**src/hdl/rcfm_pkg.sv**
```systemverilog
// ============================================================================
// rcfm_pkg: shared definitions for the RMS current and fan over-limit monitor
// Widths, scale factors, register indexes, reset values and the command and
// status bundles that pass between the controller and the datapath.
// ============================================================================
package rcfm_pkg;

    // Default full-scale resolution of the converter codes.
    localparam int SAMPLE_BITS_DEF = 12;

    // Fixed payload and state widths.
    localparam int CONV_W  = 15;   // converted mA or rpm value
    localparam int SQ_W    = 2 * CONV_W;
    localparam int SUM_W   = 39;   // saturating sum of squares
    localparam int COUNT_W = 10;   // sample counter and window length
    localparam int DIV_W   = COUNT_W + 1;  // divisor holds up to 1024
    localparam int ROOT_W  = (SUM_W + 1) / 2;
    localparam int RAD_W   = 2 * ROOT_W;
    localparam int REM_W   = ROOT_W + 2;
    localparam int LIMIT_W = 16;
    localparam int CFG_W   = 16;
    localparam int IDX_W   = 2;
    localparam int STEP_W  = $clog2(SUM_W);

    // Conversion factors: mA and rpm per full-scale code.
    localparam logic [CONV_W-1:0] CUR_SCALE = 15'd16500;
    localparam logic [CONV_W-1:0] FAN_SCALE = 15'd1650;

    // Configuration register indexes.
    localparam logic [IDX_W-1:0] REG_WINDOW_LENGTH = 2'd0;
    localparam logic [IDX_W-1:0] REG_CURRENT_LIMIT = 2'd1;
    localparam logic [IDX_W-1:0] REG_FAN_LIMIT     = 2'd2;

    // Register reset values.
    localparam logic [COUNT_W-1:0] WINDOW_RESET    = 10'd1000;
    localparam logic [LIMIT_W-1:0] CUR_LIMIT_RESET = 16'd15000;
    localparam logic [LIMIT_W-1:0] FAN_LIMIT_RESET = 16'd1500;

    // Sample and result kind codes.
    localparam logic KIND_CURRENT = 1'b0;
    localparam logic KIND_FAN     = 1'b1;

    // Commands from the controller to the datapath.
    typedef struct packed {
        logic load;       // capture an accepted input word
        logic convert;    // scale the code to mA or rpm
        logic square;     // square the mA value
        logic accum;      // add the square and count the sample
        logic div_init;   // start the window divide, clear the sum
        logic div_step;   // one restoring divide step
        logic sqrt_init;  // start the square root
        logic sqrt_step;  // one square root digit
        logic out_load;   // move the result into the output register
    } rcfm_cmd_t;

    // Status from the datapath to the controller.
    typedef struct packed {
        logic is_fan;      // current word is a fan sample
        logic window_hit;  // this current sample closes the window
        logic out_free;    // output register can take a result now
    } rcfm_status_t;

endpackage

```
**src/hdl/rcfm_ctrl.sv**
```systemverilog
// ============================================================================
// rcfm_ctrl: sequencing controller
// Walks each accepted word through conversion, accumulation and, at the end
// of a window, the iterative divide and square root, then hands the result
// to the output register.
// ============================================================================
module rcfm_ctrl (
    input  logic                    clk,
    input  logic                    rst_n,
    input  logic                    in_valid,
    output logic                    in_stall,
    input  rcfm_pkg::rcfm_status_t  status,
    output rcfm_pkg::rcfm_cmd_t     ctrl
);
    import rcfm_pkg::*;

    typedef enum logic [3:0] {
        ST_IDLE,
        ST_CONVERT,
        ST_SQUARE,
        ST_ACCUM,
        ST_DIV_INIT,
        ST_DIV_STEP,
        ST_SQRT_INIT,
        ST_SQRT_STEP,
        ST_EMIT
    } state_t;

    localparam logic [STEP_W-1:0] DIV_LAST  = STEP_W'(SUM_W - 1);
    localparam logic [STEP_W-1:0] SQRT_LAST = STEP_W'(ROOT_W - 1);

    state_t              state_reg;
    state_t              state_next;
    logic [STEP_W-1:0]   step_reg;
    logic [STEP_W-1:0]   step_next;

    assign in_stall = (state_reg != ST_IDLE);

    always_comb
    begin
        state_next = state_reg;
        step_next  = step_reg;
        ctrl       = '0;
        case (state_reg)
            ST_IDLE:
            begin
                if (in_valid)
                begin
                    ctrl.load  = 1'b1;
                    state_next = ST_CONVERT;
                end
            end
            ST_CONVERT:
            begin
                ctrl.convert = 1'b1;
                state_next   = status.is_fan ? ST_EMIT : ST_SQUARE;
            end
            ST_SQUARE:
            begin
                ctrl.square = 1'b1;
                state_next  = ST_ACCUM;
            end
            ST_ACCUM:
            begin
                ctrl.accum = 1'b1;
                state_next = status.window_hit ? ST_DIV_INIT : ST_IDLE;
            end
            ST_DIV_INIT:
            begin
                ctrl.div_init = 1'b1;
                step_next     = '0;
                state_next    = ST_DIV_STEP;
            end
            ST_DIV_STEP:
            begin
                ctrl.div_step = 1'b1;
                if (step_reg == DIV_LAST)
                begin
                    state_next = ST_SQRT_INIT;
                end
                else
                begin
                    step_next = step_reg + STEP_W'(1);
                end
            end
            ST_SQRT_INIT:
            begin
                ctrl.sqrt_init = 1'b1;
                step_next      = '0;
                state_next     = ST_SQRT_STEP;
            end
            ST_SQRT_STEP:
            begin
                ctrl.sqrt_step = 1'b1;
                if (step_reg == SQRT_LAST)
                begin
                    state_next = ST_EMIT;
                end
                else
                begin
                    step_next = step_reg + STEP_W'(1);
                end
            end
            ST_EMIT:
            begin
                if (status.out_free)
                begin
                    ctrl.out_load = 1'b1;
                    state_next    = ST_IDLE;
                end
            end
            default:
            begin
                state_next = ST_IDLE;
            end
        endcase
    end

    always_ff @(posedge clk or negedge rst_n)
    begin
        if (!rst_n)
        begin
            state_reg <= ST_IDLE;
            step_reg  <= '0;
        end
        else
        begin
            state_reg <= state_next;
            step_reg  <= step_next;
        end
    end

    // An accepted word always starts with its conversion.
    a_accept_converts: assert property (@(posedge clk) disable iff (!rst_n)
        in_valid && !in_stall |=> state_reg == ST_CONVERT)
        else $error("accepted word did not enter conversion");

    // The divide runs exactly its full bit count before the root starts.
    a_div_to_sqrt: assert property (@(posedge clk) disable iff (!rst_n)
        state_reg == ST_DIV_STEP && step_reg == DIV_LAST |=> state_reg == ST_SQRT_INIT)
        else $error("divide did not hand over to the square root");

endmodule

```
**src/hdl/rcfm_datapath.sv**
```systemverilog
// ============================================================================
// rcfm_datapath: conversion, accumulation, divide, square root and output
// Holds the configuration registers, the running sum of squares, a shared
// shift register for the bit-serial divide and square root, and the output
// register that separates the result from the receiver.
// ============================================================================
module rcfm_datapath #(
    parameter int SAMPLE_BITS = rcfm_pkg::SAMPLE_BITS_DEF
) (
    input  logic                          clk,
    input  logic                          rst_n,
    input  logic                          cfg_wr_en,
    input  logic [rcfm_pkg::IDX_W-1:0]    cfg_index,
    input  logic [rcfm_pkg::CFG_W-1:0]    cfg_data,
    input  logic                          cmd,
    input  logic [SAMPLE_BITS-1:0]        adc_code,
    input  rcfm_pkg::rcfm_cmd_t           ctrl,
    output rcfm_pkg::rcfm_status_t        status,
    output logic                          out_valid,
    input  logic                          out_stall,
    output logic                          kind,
    output logic [rcfm_pkg::CONV_W-1:0]   value,
    output logic                          alert
);
    import rcfm_pkg::*;

    localparam int PROD_W = SAMPLE_BITS + CONV_W;

    // Configuration and control state.
    logic [COUNT_W-1:0]  window_reg,    window_next;
    logic [LIMIT_W-1:0]  cur_limit_reg, cur_limit_next;
    logic [LIMIT_W-1:0]  fan_limit_reg, fan_limit_next;
    logic [SUM_W-1:0]    sum_reg,       sum_next;
    logic [COUNT_W-1:0]  count_reg,     count_next;
    logic                out_valid_reg, out_valid_next;

    // Payload state.
    logic                kind_reg,      kind_next;
    logic [SAMPLE_BITS-1:0] code_reg,   code_next;
    logic [CONV_W-1:0]   conv_reg,      conv_next;
    logic [SQ_W-1:0]     sq_reg,        sq_next;
    logic [RAD_W-1:0]    work_reg,      work_next;
    logic [REM_W-1:0]    rem_reg,       rem_next;
    logic [ROOT_W-1:0]   root_reg,      root_next;
    logic                out_kind_reg,  out_kind_next;
    logic [CONV_W-1:0]   out_value_reg, out_value_next;
    logic                out_alert_reg, out_alert_next;

    // Arithmetic.
    logic [PROD_W-1:0]   product;
    logic [CONV_W-1:0]   scale;
    logic [SUM_W:0]      sum_wide;
    logic [SUM_W-1:0]    sum_add;
    logic [COUNT_W-1:0]  count_inc;
    logic [DIV_W-1:0]    divisor;
    logic [DIV_W:0]      div_trial;
    logic [DIV_W:0]      div_diff;
    logic                div_ge;
    logic [REM_W-1:0]    sqrt_shift;
    logic [REM_W-1:0]    sqrt_trial;
    logic                sqrt_ge;
    logic [CONV_W-1:0]   root_sat;

    always_comb
    begin
        scale    = (kind_reg == KIND_FAN) ? FAN_SCALE : CUR_SCALE;
        product  = PROD_W'(code_reg) * PROD_W'(scale);
        sum_wide = {1'b0, sum_reg} + (SUM_W + 1)'(sq_reg);
        sum_add  = sum_wide[SUM_W] ? '1 : sum_wide[SUM_W-1:0];
        count_inc = count_reg + COUNT_W'(1);

        // A window length of zero divides by 1024, one past the counter range.
        divisor   = {window_reg == '0, window_reg};
        div_trial = {rem_reg[DIV_W-1:0], work_reg[SUM_W-1]};
        div_ge    = div_trial >= {1'b0, divisor};
        div_diff  = div_trial - {1'b0, divisor};

        sqrt_shift = {rem_reg[REM_W-3:0], work_reg[RAD_W-1:RAD_W-2]};
        sqrt_trial = {root_reg, 2'b01};
        sqrt_ge    = sqrt_shift >= sqrt_trial;

        root_sat = (root_reg[ROOT_W-1:CONV_W] != '0) ? '1 : root_reg[CONV_W-1:0];
    end

    assign status.is_fan     = (kind_reg == KIND_FAN);
    assign status.window_hit = (count_inc == window_reg);
    assign status.out_free   = !out_valid_reg || !out_stall;

    always_comb
    begin
        window_next    = window_reg;
        cur_limit_next = cur_limit_reg;
        fan_limit_next = fan_limit_reg;
        sum_next       = sum_reg;
        count_next     = count_reg;
        out_valid_next = out_valid_reg;
        kind_next      = kind_reg;
        code_next      = code_reg;
        conv_next      = conv_reg;
        sq_next        = sq_reg;
        work_next      = work_reg;
        rem_next       = rem_reg;
        root_next      = root_reg;
        out_kind_next  = out_kind_reg;
        out_value_next = out_value_reg;
        out_alert_next = out_alert_reg;

        if (cfg_wr_en)
        begin
            case (cfg_index)
                REG_WINDOW_LENGTH: window_next    = cfg_data[COUNT_W-1:0];
                REG_CURRENT_LIMIT: cur_limit_next = cfg_data[LIMIT_W-1:0];
                REG_FAN_LIMIT:     fan_limit_next = cfg_data[LIMIT_W-1:0];
                default:           window_next    = window_reg;
            endcase
        end

        if (ctrl.load)
        begin
            kind_next = cmd;
            code_next = adc_code;
        end
        if (ctrl.convert)
        begin
            conv_next = product[SAMPLE_BITS +: CONV_W];
        end
        if (ctrl.square)
        begin
            sq_next = SQ_W'(conv_reg) * SQ_W'(conv_reg);
        end
        if (ctrl.accum)
        begin
            sum_next   = sum_add;
            count_next = count_inc;
        end
        if (ctrl.div_init)
        begin
            work_next  = {1'b0, sum_reg};
            rem_next   = '0;
            sum_next   = '0;
            count_next = '0;
        end
        if (ctrl.div_step)
        begin
            work_next = {1'b0, work_reg[SUM_W-2:0], div_ge};
            rem_next  = REM_W'(div_ge ? div_diff[DIV_W-1:0] : div_trial[DIV_W-1:0]);
        end
        if (ctrl.sqrt_init)
        begin
            rem_next  = '0;
            root_next = '0;
        end
        if (ctrl.sqrt_step)
        begin
            work_next = {work_reg[RAD_W-3:0], 2'b00};
            rem_next  = sqrt_ge ? (sqrt_shift - sqrt_trial) : sqrt_shift;
            root_next = {root_reg[ROOT_W-2:0], sqrt_ge};
        end

        if (out_valid_reg && !out_stall)
        begin
            out_valid_next = 1'b0;
        end
        if (ctrl.out_load)
        begin
            out_valid_next = 1'b1;
            out_kind_next  = kind_reg;
            if (kind_reg == KIND_FAN)
            begin
                out_value_next = conv_reg;
                out_alert_next = LIMIT_W'(conv_reg) >= fan_limit_reg;
            end
            else
            begin
                out_value_next = root_sat;
                // The limit compares against the root before saturation.
                out_alert_next = root_reg >= ROOT_W'(cur_limit_reg);
            end
        end
    end

    always_ff @(posedge clk or negedge rst_n)
    begin
        if (!rst_n)
        begin
            window_reg    <= WINDOW_RESET;
            cur_limit_reg <= CUR_LIMIT_RESET;
            fan_limit_reg <= FAN_LIMIT_RESET;
            sum_reg       <= '0;
            count_reg     <= '0;
            out_valid_reg <= 1'b0;
        end
        else
        begin
            window_reg    <= window_next;
            cur_limit_reg <= cur_limit_next;
            fan_limit_reg <= fan_limit_next;
            sum_reg       <= sum_next;
            count_reg     <= count_next;
            out_valid_reg <= out_valid_next;
        end
    end

    always_ff @(posedge clk)
    begin
        kind_reg      <= kind_next;
        code_reg      <= code_next;
        conv_reg      <= conv_next;
        sq_reg        <= sq_next;
        work_reg      <= work_next;
        rem_reg       <= rem_next;
        root_reg      <= root_next;
        out_kind_reg  <= out_kind_next;
        out_value_reg <= out_value_next;
        out_alert_reg <= out_alert_next;
    end

    assign out_valid = out_valid_reg;
    assign kind      = out_kind_reg;
    assign value     = out_value_reg;
    assign alert     = out_alert_reg;

    // The divide remainder always stays below the divisor.
    a_div_rem: assert property (@(posedge clk) disable iff (!rst_n)
        ctrl.div_step |=> rem_reg < REM_W'(divisor))
        else $error("divide remainder reached the divisor");

    // The root remainder never exceeds twice the partial root.
    a_sqrt_rem: assert property (@(posedge clk) disable iff (!rst_n)
        ctrl.sqrt_step |=> rem_reg <= {1'b0, root_reg, 1'b0})
        else $error("square root remainder out of range");

endmodule

```
**src/hdl/rms_current_and_fan_overlimit_monitor_top.sv**
```systemverilog
// ============================================================================
// rms_current_and_fan_overlimit_monitor_top: windowed RMS and fan monitor
// Converts tagged converter codes to mA or rpm, reports fan speed at once
// and RMS current once per window, each with an over-limit alert.
// ============================================================================
// Usage
// The input channel carries one word per sample: cmd selects a current
// sample (0) or a fan speed sample (1), adc_code holds the raw code. A word
// is taken at a rising edge where in_valid is high and in_stall is low.
// The output channel presents kind, value and alert under out_valid; the
// receiver holds out_stall high to keep a word waiting.
// A fan word is converted and then handed to the output register. A current
// word that does not close a window is converted, squared and added to the
// sum of squares, and produces nothing.
// A current word that closes a window runs a bit-serial divide (one bit per
// cycle over the 39-bit sum) and a bit-serial square root (one root bit per
// cycle, 20 bits) before its result goes to the output register.
// The output register lets a new word enter while a result waits. Input is
// held back while a word is in work, also while a finished result finds the
// output register stalled, until the receiver takes the waiting word.
// Reset clears the sum, the sample count and the output valid flag, and
// loads the window length of 1000 and the limits of 15000 mA and 1500 rpm.
// Configuration writes are taken whenever cfg_wr_en is high.
// ============================================================================
module rms_current_and_fan_overlimit_monitor_top #(
    parameter int SAMPLE_BITS = rcfm_pkg::SAMPLE_BITS_DEF
) (
    input  logic                          clk,
    input  logic                          rst_n,
    input  logic                          cfg_wr_en,
    input  logic [rcfm_pkg::IDX_W-1:0]    cfg_index,
    input  logic [rcfm_pkg::CFG_W-1:0]    cfg_data,
    input  logic                          in_valid,
    output logic                          in_stall,
    input  logic                          cmd,
    input  logic [SAMPLE_BITS-1:0]        adc_code,
    output logic                          out_valid,
    input  logic                          out_stall,
    output logic                          kind,
    output logic [rcfm_pkg::CONV_W-1:0]   value,
    output logic                          alert
);
    import rcfm_pkg::*;

    // Commands and status between the sequencer and the arithmetic.
    rcfm_cmd_t    ctrl;
    rcfm_status_t status;

    // The controller owns the input handshake and the step counting.
    rcfm_ctrl u_ctrl (
        .clk      (clk),
        .rst_n    (rst_n),
        .in_valid (in_valid),
        .in_stall (in_stall),
        .status   (status),
        .ctrl     (ctrl)
    );

    // The datapath owns the registers, the arithmetic and the output word.
    rcfm_datapath #(
        .SAMPLE_BITS (SAMPLE_BITS)
    ) u_datapath (
        .clk       (clk),
        .rst_n     (rst_n),
        .cfg_wr_en (cfg_wr_en),
        .cfg_index (cfg_index),
        .cfg_data  (cfg_data),
        .cmd       (cmd),
        .adc_code  (adc_code),
        .ctrl      (ctrl),
        .status    (status),
        .out_valid (out_valid),
        .out_stall (out_stall),
        .kind      (kind),
        .value     (value),
        .alert     (alert)
    );

endmodule
```
**config.mk**
```make
export PLATFORM = sky130hd
export DESIGN_NAME = rms_current_and_fan_overlimit_monitor_top
export DESIGN_NICKNAME = d
export VERILOG_FILES = /design/src/hdl/rcfm_pkg.sv /design/src/hdl/rcfm_ctrl.sv /design/src/hdl/rcfm_datapath.sv /design/src/hdl/rms_current_and_fan_overlimit_monitor_top.sv
export SDC_FILE = /design/constraint.sdc
export NUM_CORES = 1
export LEC_CHECK = 0
export ABC_AREA = 1
export BUFFER_PORTS_ARGS = -buffer_cell sky130_fd_sc_hd__buf_4
export CAP_MARGIN = 5
export CORE_MARGIN = 3
export CORE_UTILIZATION = 25
export DETAILED_ROUTE_END_ITERATION = 10
export SYNTH_ARGS = -nofsm -noshare
export SYNTH_HDL_FRONTEND = slang
export SYNTH_SLANG_ARGS = --single-unit
```
**constraint.sdc**
```tcl
create_clock -name clk -period 6.8 [get_ports clk]
set_input_delay 1.7 -clock clk [delete_from_list [all_inputs] [get_ports clk]]
set_output_delay 1.7 -clock clk [all_outputs]
set_load 0.01 [all_outputs]
```
# After elaboration in Yosys (flattened, before gate mapping)
# Cells that the tools add are included.
dict set report classes {
  n_mul 2
  n_mux 43
  n_lt_le_gt_ge 4
  n_eq_ne 19
  addsub 5
  n_reduce_logical 22
}
# op n
set op_table {}
lappend op_table {{$mux W20} 7}
lappend op_table {{$mux W40} 3}
lappend op_table {{$mux W39} 3}
lappend op_table {{$mux W15} 3}
lappend op_table {{$add A39 B30 Y40} 1}
lappend op_table {{$pmux W4 S9} 1}
lappend op_table {{$mul A15 B15 Y30} 1}
lappend op_table {{$mul A12 B15 Y27} 1}
lappend op_table {{$ge A22 B22 Y1} 1}
lappend op_table {{$ge A20 B16 Y1} 1}
lappend op_table {{$mux W10} 2}
lappend op_table {{$mux W4} 5}
lappend op_table {{$sub A20 B20 Y20} 1}
lappend op_table {{$pmux W6 S3} 1}
lappend op_table {{$eq A4 B3 Y1 const B} 4}
lappend op_table {{$ge A15 B16 Y1} 1}
lappend op_table {{$mux W1} 14}
lappend op_table {{$ge A12 B11 Y1} 1}
lappend op_table {{$mux W6} 2}
lappend op_table {{$mux W11} 1}
lappend op_table {{$sub A11 B11 Y11} 1}
lappend op_table {{$add A10 B1 Y10 const B} 1}
lappend op_table {{$eq A10 B10 Y1} 1}
lappend op_table {{$logic_not A10 Y1} 1}
lappend op_table {{other kinds (24)} 37}
dict set report totals {
  inputBits 36
  output_inout_bits 19
  register_bits 257
  wordCells 114
}

# Depth between registers and ports, before layout
# Gate-level depths: netlist (run 1).
dict set report depth {
  word_depth 6
  mapped_depth 27
  depth_no_buf 25
}

# Cells and area by module
# Synthesis (run 1) repeated with hierarchy kept, for this count alone.
dict set report unflattened {
  cells_unflattened 3402
  area_unflattened_um2 26265.2
}
# module cells_each instances area_per_inst_um2
set modules_own_cells {}
lappend modules_own_cells {rcfm_datapath 3278 1 25505.7}
lappend modules_own_cells {rcfm_ctrl 124 1 759.5}

# Least setup slack after synthesis (run 1)
# OpenSTA, ideal clock, no wires.
dict set report synth_timing {
  kind {register to register}
  startpoint {register u_datapath.conv_reg[12]}
  endpoint {register u_datapath.sq_reg[25], data pin}
  t_arrival_ns 5.293
  path_buffers 2
  setup_slack_ns 1.248
  period_less_slack_ns 5.552
  stages_incl_launch_ff 22
  path_cell_list {edfxtp_1 > clkbuf_1 > clkbuf_1 > nand2_1 > fa_1 > inv_1 > fa_1 > fa_1 > fa_1 > fa_1 > inv_1 > fa_1 > inv_1 > ha_1 > nand2_1 > inv_1 > nand3_1 > nor2_1 > nand4_1 > nand3_1 > a21oi_1 > xnor2_1}
}
dict set report synth_between {
  elab_chain_len 1
}
# element line
set synth_lines {}
lappend synth_lines {{start: declaration} rcfm_datapath.sv:40} ;# logic [CONV_W-1:0] conv_reg, conv_next;
lappend synth_lines {{start signal: assignment} rcfm_datapath.sv:208} ;# conv_reg <= conv_next;
lappend synth_lines {{$mul A15 B15 Y30} rcfm_datapath.sv:129} ;# sq_next = SQ_W'(conv_reg) * SQ_W'(conv_reg);
lappend synth_lines {{end signal: assignment} rcfm_datapath.sv:209} ;# sq_reg <= sq_next;
lappend synth_lines {{end: declaration} rcfm_datapath.sv:41} ;# logic [SQ_W-1:0] sq_reg, sq_next;
# No other way between the ends.
# A chain may end at the register's enable or synchronous reset.

# Final worst setup path (run 1)
dict set report layout_timing {
  startpoint {register u_datapath.conv_reg[5]}
  endpoint {register u_datapath.sq_reg[21], data pin}
}
# Same word-level chain as after synthesis.

==> results of run 1 <==
## metrics by stage
stage               worst slack, ns  utilization  instance area [µm²]  instances
floorplan                      1.25            -                25700       3266
global placement              0.880        0.273                27500       4612
detailed placement            0.792        0.273                27500       4612
CTS                           0.764        0.283                28500       4668
global route                  0.435        0.283                28500       4668
finish                        0.782        0.283                28500       4668
## logic make-up (layout without fill, tap and decap cells)
logic type | count (synthesis) | count (layout) | share of synthesized area
buf+inv | 777 | 822 | 0.116
flops | 256 | 256 | 0.280
simple gates | 1213 | 1213 | 0.195
compound gates | 464 | 464 | 0.0981
fa+ha+maj | 462 | 462 | 0.280
xor+xnor | 89 | 89 | 0.0304
other cells | 2 | 5 | 0.000293
## routing by layer
| metal | share of wire | up-vias | track usage |
|---|---|---|---|
| met5 | 0 | - | 0 |
| met3 | 0.056 | 72 | 0.0212 |
| met4 | 0.022 | 0 | 0.0272 |
| met1 | 0.49 | 9769 | 0.180 |
| li1 | - | 10334 | - |
| met2 | 0.43 | 472 | 0.196 |
## final timing paths
kind                                              startpoint                           end  slack, ns  cells after the start
worst max-delay path                  u_datapath.conv_reg[5]         u_datapath.sq_reg[21]       0.78                     16
worst min-delay path            u_datapath.fan_limit_reg[13]  u_datapath.fan_limit_reg[13]       0.48                      2
worst max register to register        u_datapath.conv_reg[5]         u_datapath.sq_reg[21]       0.78                     16
worst min register to register  u_datapath.fan_limit_reg[13]  u_datapath.fan_limit_reg[13]       0.48                      2
max in group asynchronous                              rst_n  u_datapath.fan_limit_reg[11]       4.39                      2
min in group asynchronous                              rst_n        u_datapath.sum_reg[13]       1.14                      1
## final cells by class
class / instances / area (µm²)
Clock buffer: 39 / 826
Sequential cell: 256 / 7180
Fill cell: 10871 / 72400
Timing Repair Buffer: 66 / 495
Tap cell: 1357 / 1700
Inverter: 700 / 2630
Clock inverter: 17 / 154
Multi-Input combinational cell: 2233 / 15500
## tightest hold or removal path, delay by kind of cell, from the launching register on
family	cells	cell delay, ns
compound gates	1	0.06
flops	1	0.34
simple gates	1	0.05
## cell usage in the layout, fill, tap and decap left out, types with 4 or more instances in the layout
cell type,Yosys,routed
a211oi_1,4,4
a21o_1,11,11
a21oi_1,140,139
a31oi_1,6,6
buf_4,2,66
clkbuf_1,55,6
clkbuf_16,0,31
clkinv_2,0,5
conb_1,2,5
dfrtp_1,82,82
dfstp_2,20,20
edfxtp_1,152,152
fa_1,187,187
ha_1,275,275
inv_1,690,690
inv_2,9,9
nand2_1,780,779
nand2_2,9,10
nand3_1,118,118
nand3_2,11,11
nand4_1,31,31
nor2_1,213,210
nor3_1,20,20
nor4_1,10,9
o211ai_1,20,20
o21ai_0,228,228
o21ai_1,16,16
o21bai_1,11,11
o22ai_1,10,10
or2_2,7,7
xnor2_1,28,28
xor2_1,61,61
==> impl_metrics.toml, run 1 <==
[logic_synthesis]
netlist-cell-type-count = 55
ys_top_cells_by_count = "nand2_1, inv_1, ha_1, o21ai_0, nor2_1"
syn_area_mm2 = 0.0257
synth_top_cell_by_area = "edfxtp_1"
mapped_avg_cell_area_um2 = 7.86
synth_seq_cells = 256
synth.top_cells.by_area = "edfxtp_1, fa_1, ha_1"
synth_seq_area_share = 0.280
yosys_warnings = 0
synth_enable_flop_cells = 152
async_flop_share = 0.398
netlist_instances = 3263
netlist.area_leader.share = 0.178
synth_top_flop_cell = "edfxtp_1"
post-synth-top-count-cell = "nand2_1"

[floorplanning]
floorplan.die_area_mm2 = 0.107
io-pin-count = 55
die_width_um = 326
die_y_um = 326
fp-row-count = 116
start_util = 0.254
core_area_mm2 = 0.101

[drt]
routed_via_density = 4.42
drt-initial-drc-count = 1409
drt_drc_violations_left = 0
vias = 20647
number_of_optimization_iterations_in_the_first_detailed_route_pass = 5
postRouteAntennaNets = 0
wl_per_cell_um = 14.2
totalWireLength_mm = 66.4

[setup_path]
worstPathCellList = "nand2_1, fa_1, inv_1, fa_1, fa_1, fa_1, fa_1, inv_1, fa_1, inv_1, ha_1, nand2_1, nor4_1, nand4_1, nand3_1, xor2_1"
critical-path-top-delay-family = "adder cells"
worst_path_most_repeated_cell = "fa_1"
critical_path.max_stage_delay_ns = 0.82
worst_path_cell_with_the_longest_stage_delay = "edfxtp_1"
arrival_ns = 6.35
timing.critical_path.from_type = "flip-flop"
critical_path.n_buffers_inverters = 3
critical_path.max_fanout = 17
worst_setup_path_end_kind = "flip-flop"
cp.required_ns = 7.13
worstSetupPathType = "reg -> reg"

[clock_network]
clkSinkCount = 256
clock_insertion_delay_worst_skew_ns = 0.60
clock_tree_from_tritoncts = "done"
post-cts-setup-buffer-count = 0
cts-buffers-inserted = 30
cts.htree.levels = 1
post_cts_resize_count = 0
cts_hold_repair.buffers = 0
ctsRootBufferMaster = "clkbuf_16"
clockBufferDepth = 3
worst_setup_hold_path_clk_slew_ns = 0.06

[worst_hold_path]
timing.hold.worst.class = "reg -> reg"

[timing]
setup_viol_count_final = 0
worst-slew-pin-transition_ns = 1.21
maxSlewHeadroom = 0.195
timing_hold_violations_final = 0
grt_setup_unrepaired = "no"
fmax_ghz = 0.166
layout_skew_ns = 0.0241
finalCriticalPeriod_ns = 6.02
final_min_period_over_clock_period = 0.885
final.setup.tns_ns = 0
timing_max_transition_violations_final = 0
holdWs_ns = 0.484

[final_layout]
post_route_cells_drive_above_1_share = 0.0571
nets = 3785
largest_register_ffs = 40
area.growth.synth_to_final_pct = 11.1
antenna_cells = 0

[grt]
grt.total_usage = 0.125
grt_max_degree = 65
global_route_wire_length_before_repair_mm = 109
grt_pass1_vias = 20612
gr-total-overflow = 0
antenna_found_initial = 0

[run_status]
run_status = "complete, no violations"

[flow_run]
cap_viol_max_count = 0

[placed_design]
place_hpwl_mm = 53.2
buffer_ports.inserted = 54
routabilityCongestion = 0.918
Power of run 1 is not shown: default switching activity piles up to over one toggle a cycle in this logic, so the estimate is an artifact.
==> run 2, diff against run 1 <==
Settings changed: PLACE_DENSITY from default to 0.5.
==> run 2 against run 1 <==
  * Sequential share of layout area fell by 0.082 points
  * Utilization rose by 0.092 points
  * Critical path depth did not move
  * First-iteration DRC count fell by 16%
  * Die area did not move
  * Highest routed layer unchanged
  * Largest cell class unchanged
  * Setup slack got worse by 0.057 ns
==> impl_metrics.toml, run 2 (same netlist as run 1, synthesis figures left out) <==
[grt]
met3_usage = 0.0185
gr-total-overflow = 0
global_route_wire_length_before_repair_mm = 114
gr_util_met1 = 0.195
met2_usage = 0.206
gr-max-usage-layer = "met2"
grt_max_degree = 65
antenna_found_initial = 0
grt.total_usage = 0.132
grt_pass1_vias = 20675

[drt]
vias = 20623
number_of_optimization_iterations_in_the_first_detailed_route_pass = 6
totalWireLength_mm = 70.3
postRouteAntennaNets = 0
drt-initial-drc-count = 1179
routed_via_density = 4.42
drt_drc_violations_left = 0
wl_per_cell_um = 15.0

[timing]
layout_skew_ns = 0.0189
maxSlewHeadroom = 0.237
final_min_period_over_clock_period = 0.893
fmax_ghz = 0.165
timing_hold_violations_final = 0
timing_max_transition_violations_final = 0
finalCriticalPeriod_ns = 6.07
grt_setup_unrepaired = "no"
setup_viol_count_final = 0
final.setup.tns_ns = 0
worst-slew-pin-transition_ns = 1.14

[setup_path]
arrival_ns = 6.50
timing.critical_path.from_type = "flip-flop"
critical_path.max_fanout = 17
worstSetupPathType = "reg -> reg"
cp-startpoint = "u_datapath.conv_reg[5]"
r2r-start = "u_datapath.conv_reg[5]"
cp.required_ns = 7.23
worst_setup_path_end_kind = "flip-flop"

[clock_network]
cts_hold_repair.buffers = 0
clkSinkCount = 256
post_cts_resize_count = 0
clock_insertion_delay_worst_skew_ns = 0.60
cts-buffers-inserted = 31
cts.htree.levels = 1
worst_setup_hold_path_clk_slew_ns = 0.06
clock_tree_from_tritoncts = "done"
clockBufferDepth = 3
ctsRootBufferMaster = "clkbuf_16"
post-cts-setup-buffer-count = 0

[floorplanning]
die_width_um = 326
core_area_mm2 = 0.101
floorplan.die_area_mm2 = 0.107
io-pin-count = 55
fp-row-count = 116
start_util = 0.254
die_y_um = 326

[final_layout]
final_common_cell = "nand2_1"
post_route_cells_drive_above_1_share = 0.0579
final_cell_mix = "nand2_1, inv_1, ha_1"
area.growth.synth_to_final_pct = 11.5
largest_register_ffs = 40
antenna_cells = 0
nets = 3789

[placed_design]
routabilityCongestion = 0.861
buffer_ports.inserted = 54
place_hpwl_mm = 56.2

[run_status]
run_status = "complete, no violations"

[worst_hold_path]
timing.hold.worst.class = "reg -> reg"
min_from = "u_datapath.cur_limit_reg[2]"

[flow_run]
cap_viol_max_count = 0
## run 2: final cells by class
class                   instances  area (µm²)
fillers                     10981       72300
multi-input cells            2233       15500
flip-flops and latches        256        7180
inverters                     700        2630
well taps                    1357        1700
clock buffers                  34         797
repair buffers                 69         518
clock inverters                22         253
## run 2: per-stage QoR
| stage | cell area [µm²] | worst slack (ns) | std cells | utilization | hold WS [ns] |
|---|---|---|---|---|---|
| 6_report | 28600 | 0.725 | 4671 | 0.284 | 0.487 |
| 5_1_grt | 28600 | 0.390 | 4671 | 0.284 | 0.513 |
| 4_1_cts | 28600 | 0.803 | 4671 | 0.284 | 0.488 |
| 3_5_place_dp | 27600 | 0.793 | 4615 | 0.273 | 0.472 |
| 3_3_place_gp | 27600 | 0.826 | 4615 | 0.273 | 0.467 |
| 2_1_floorplan | 25700 | 1.25 | 3266 | - | 0.424 |
## run 2: worst paths after layout
check	endpoint	slack (ns)	depth (start not counted)
max	u_datapath.sq_reg[21]	0.73	16
max reg2reg	u_datapath.sq_reg[21]	0.73	16
min	u_datapath.cur_limit_reg[2]	0.49	2
max in group asynchronous	u_datapath.fan_limit_reg[11]	4.36	2
min reg2reg	u_datapath.cur_limit_reg[2]	0.49	2
min in group asynchronous	u_datapath.sum_reg[19]	1.17	1
## run 2: worst max-delay path: stages (launching register included)
cell and delay, ns:
edfxtp_1 0.84, nand2_1 0.21, fa_1 0.58, inv_1 0.06
fa_1 0.47, fa_1 0.52, fa_1 0.52, fa_1 0.54
inv_1 0.05, fa_1 0.52, inv_1 0.05, ha_1 0.36
nand2_1 0.09, nor4_1 0.53, nand4_1 0.23, nand3_1 0.16
xor2_1 0.18
## run 2: routing by layer
layer  up-vias  part of all wire
met5         -                 0
met4         0             0.018
met3        75             0.049
met2       430              0.43
met1      9759              0.50
li1      10359                 -
Power of run 2 is left out for the same reason.
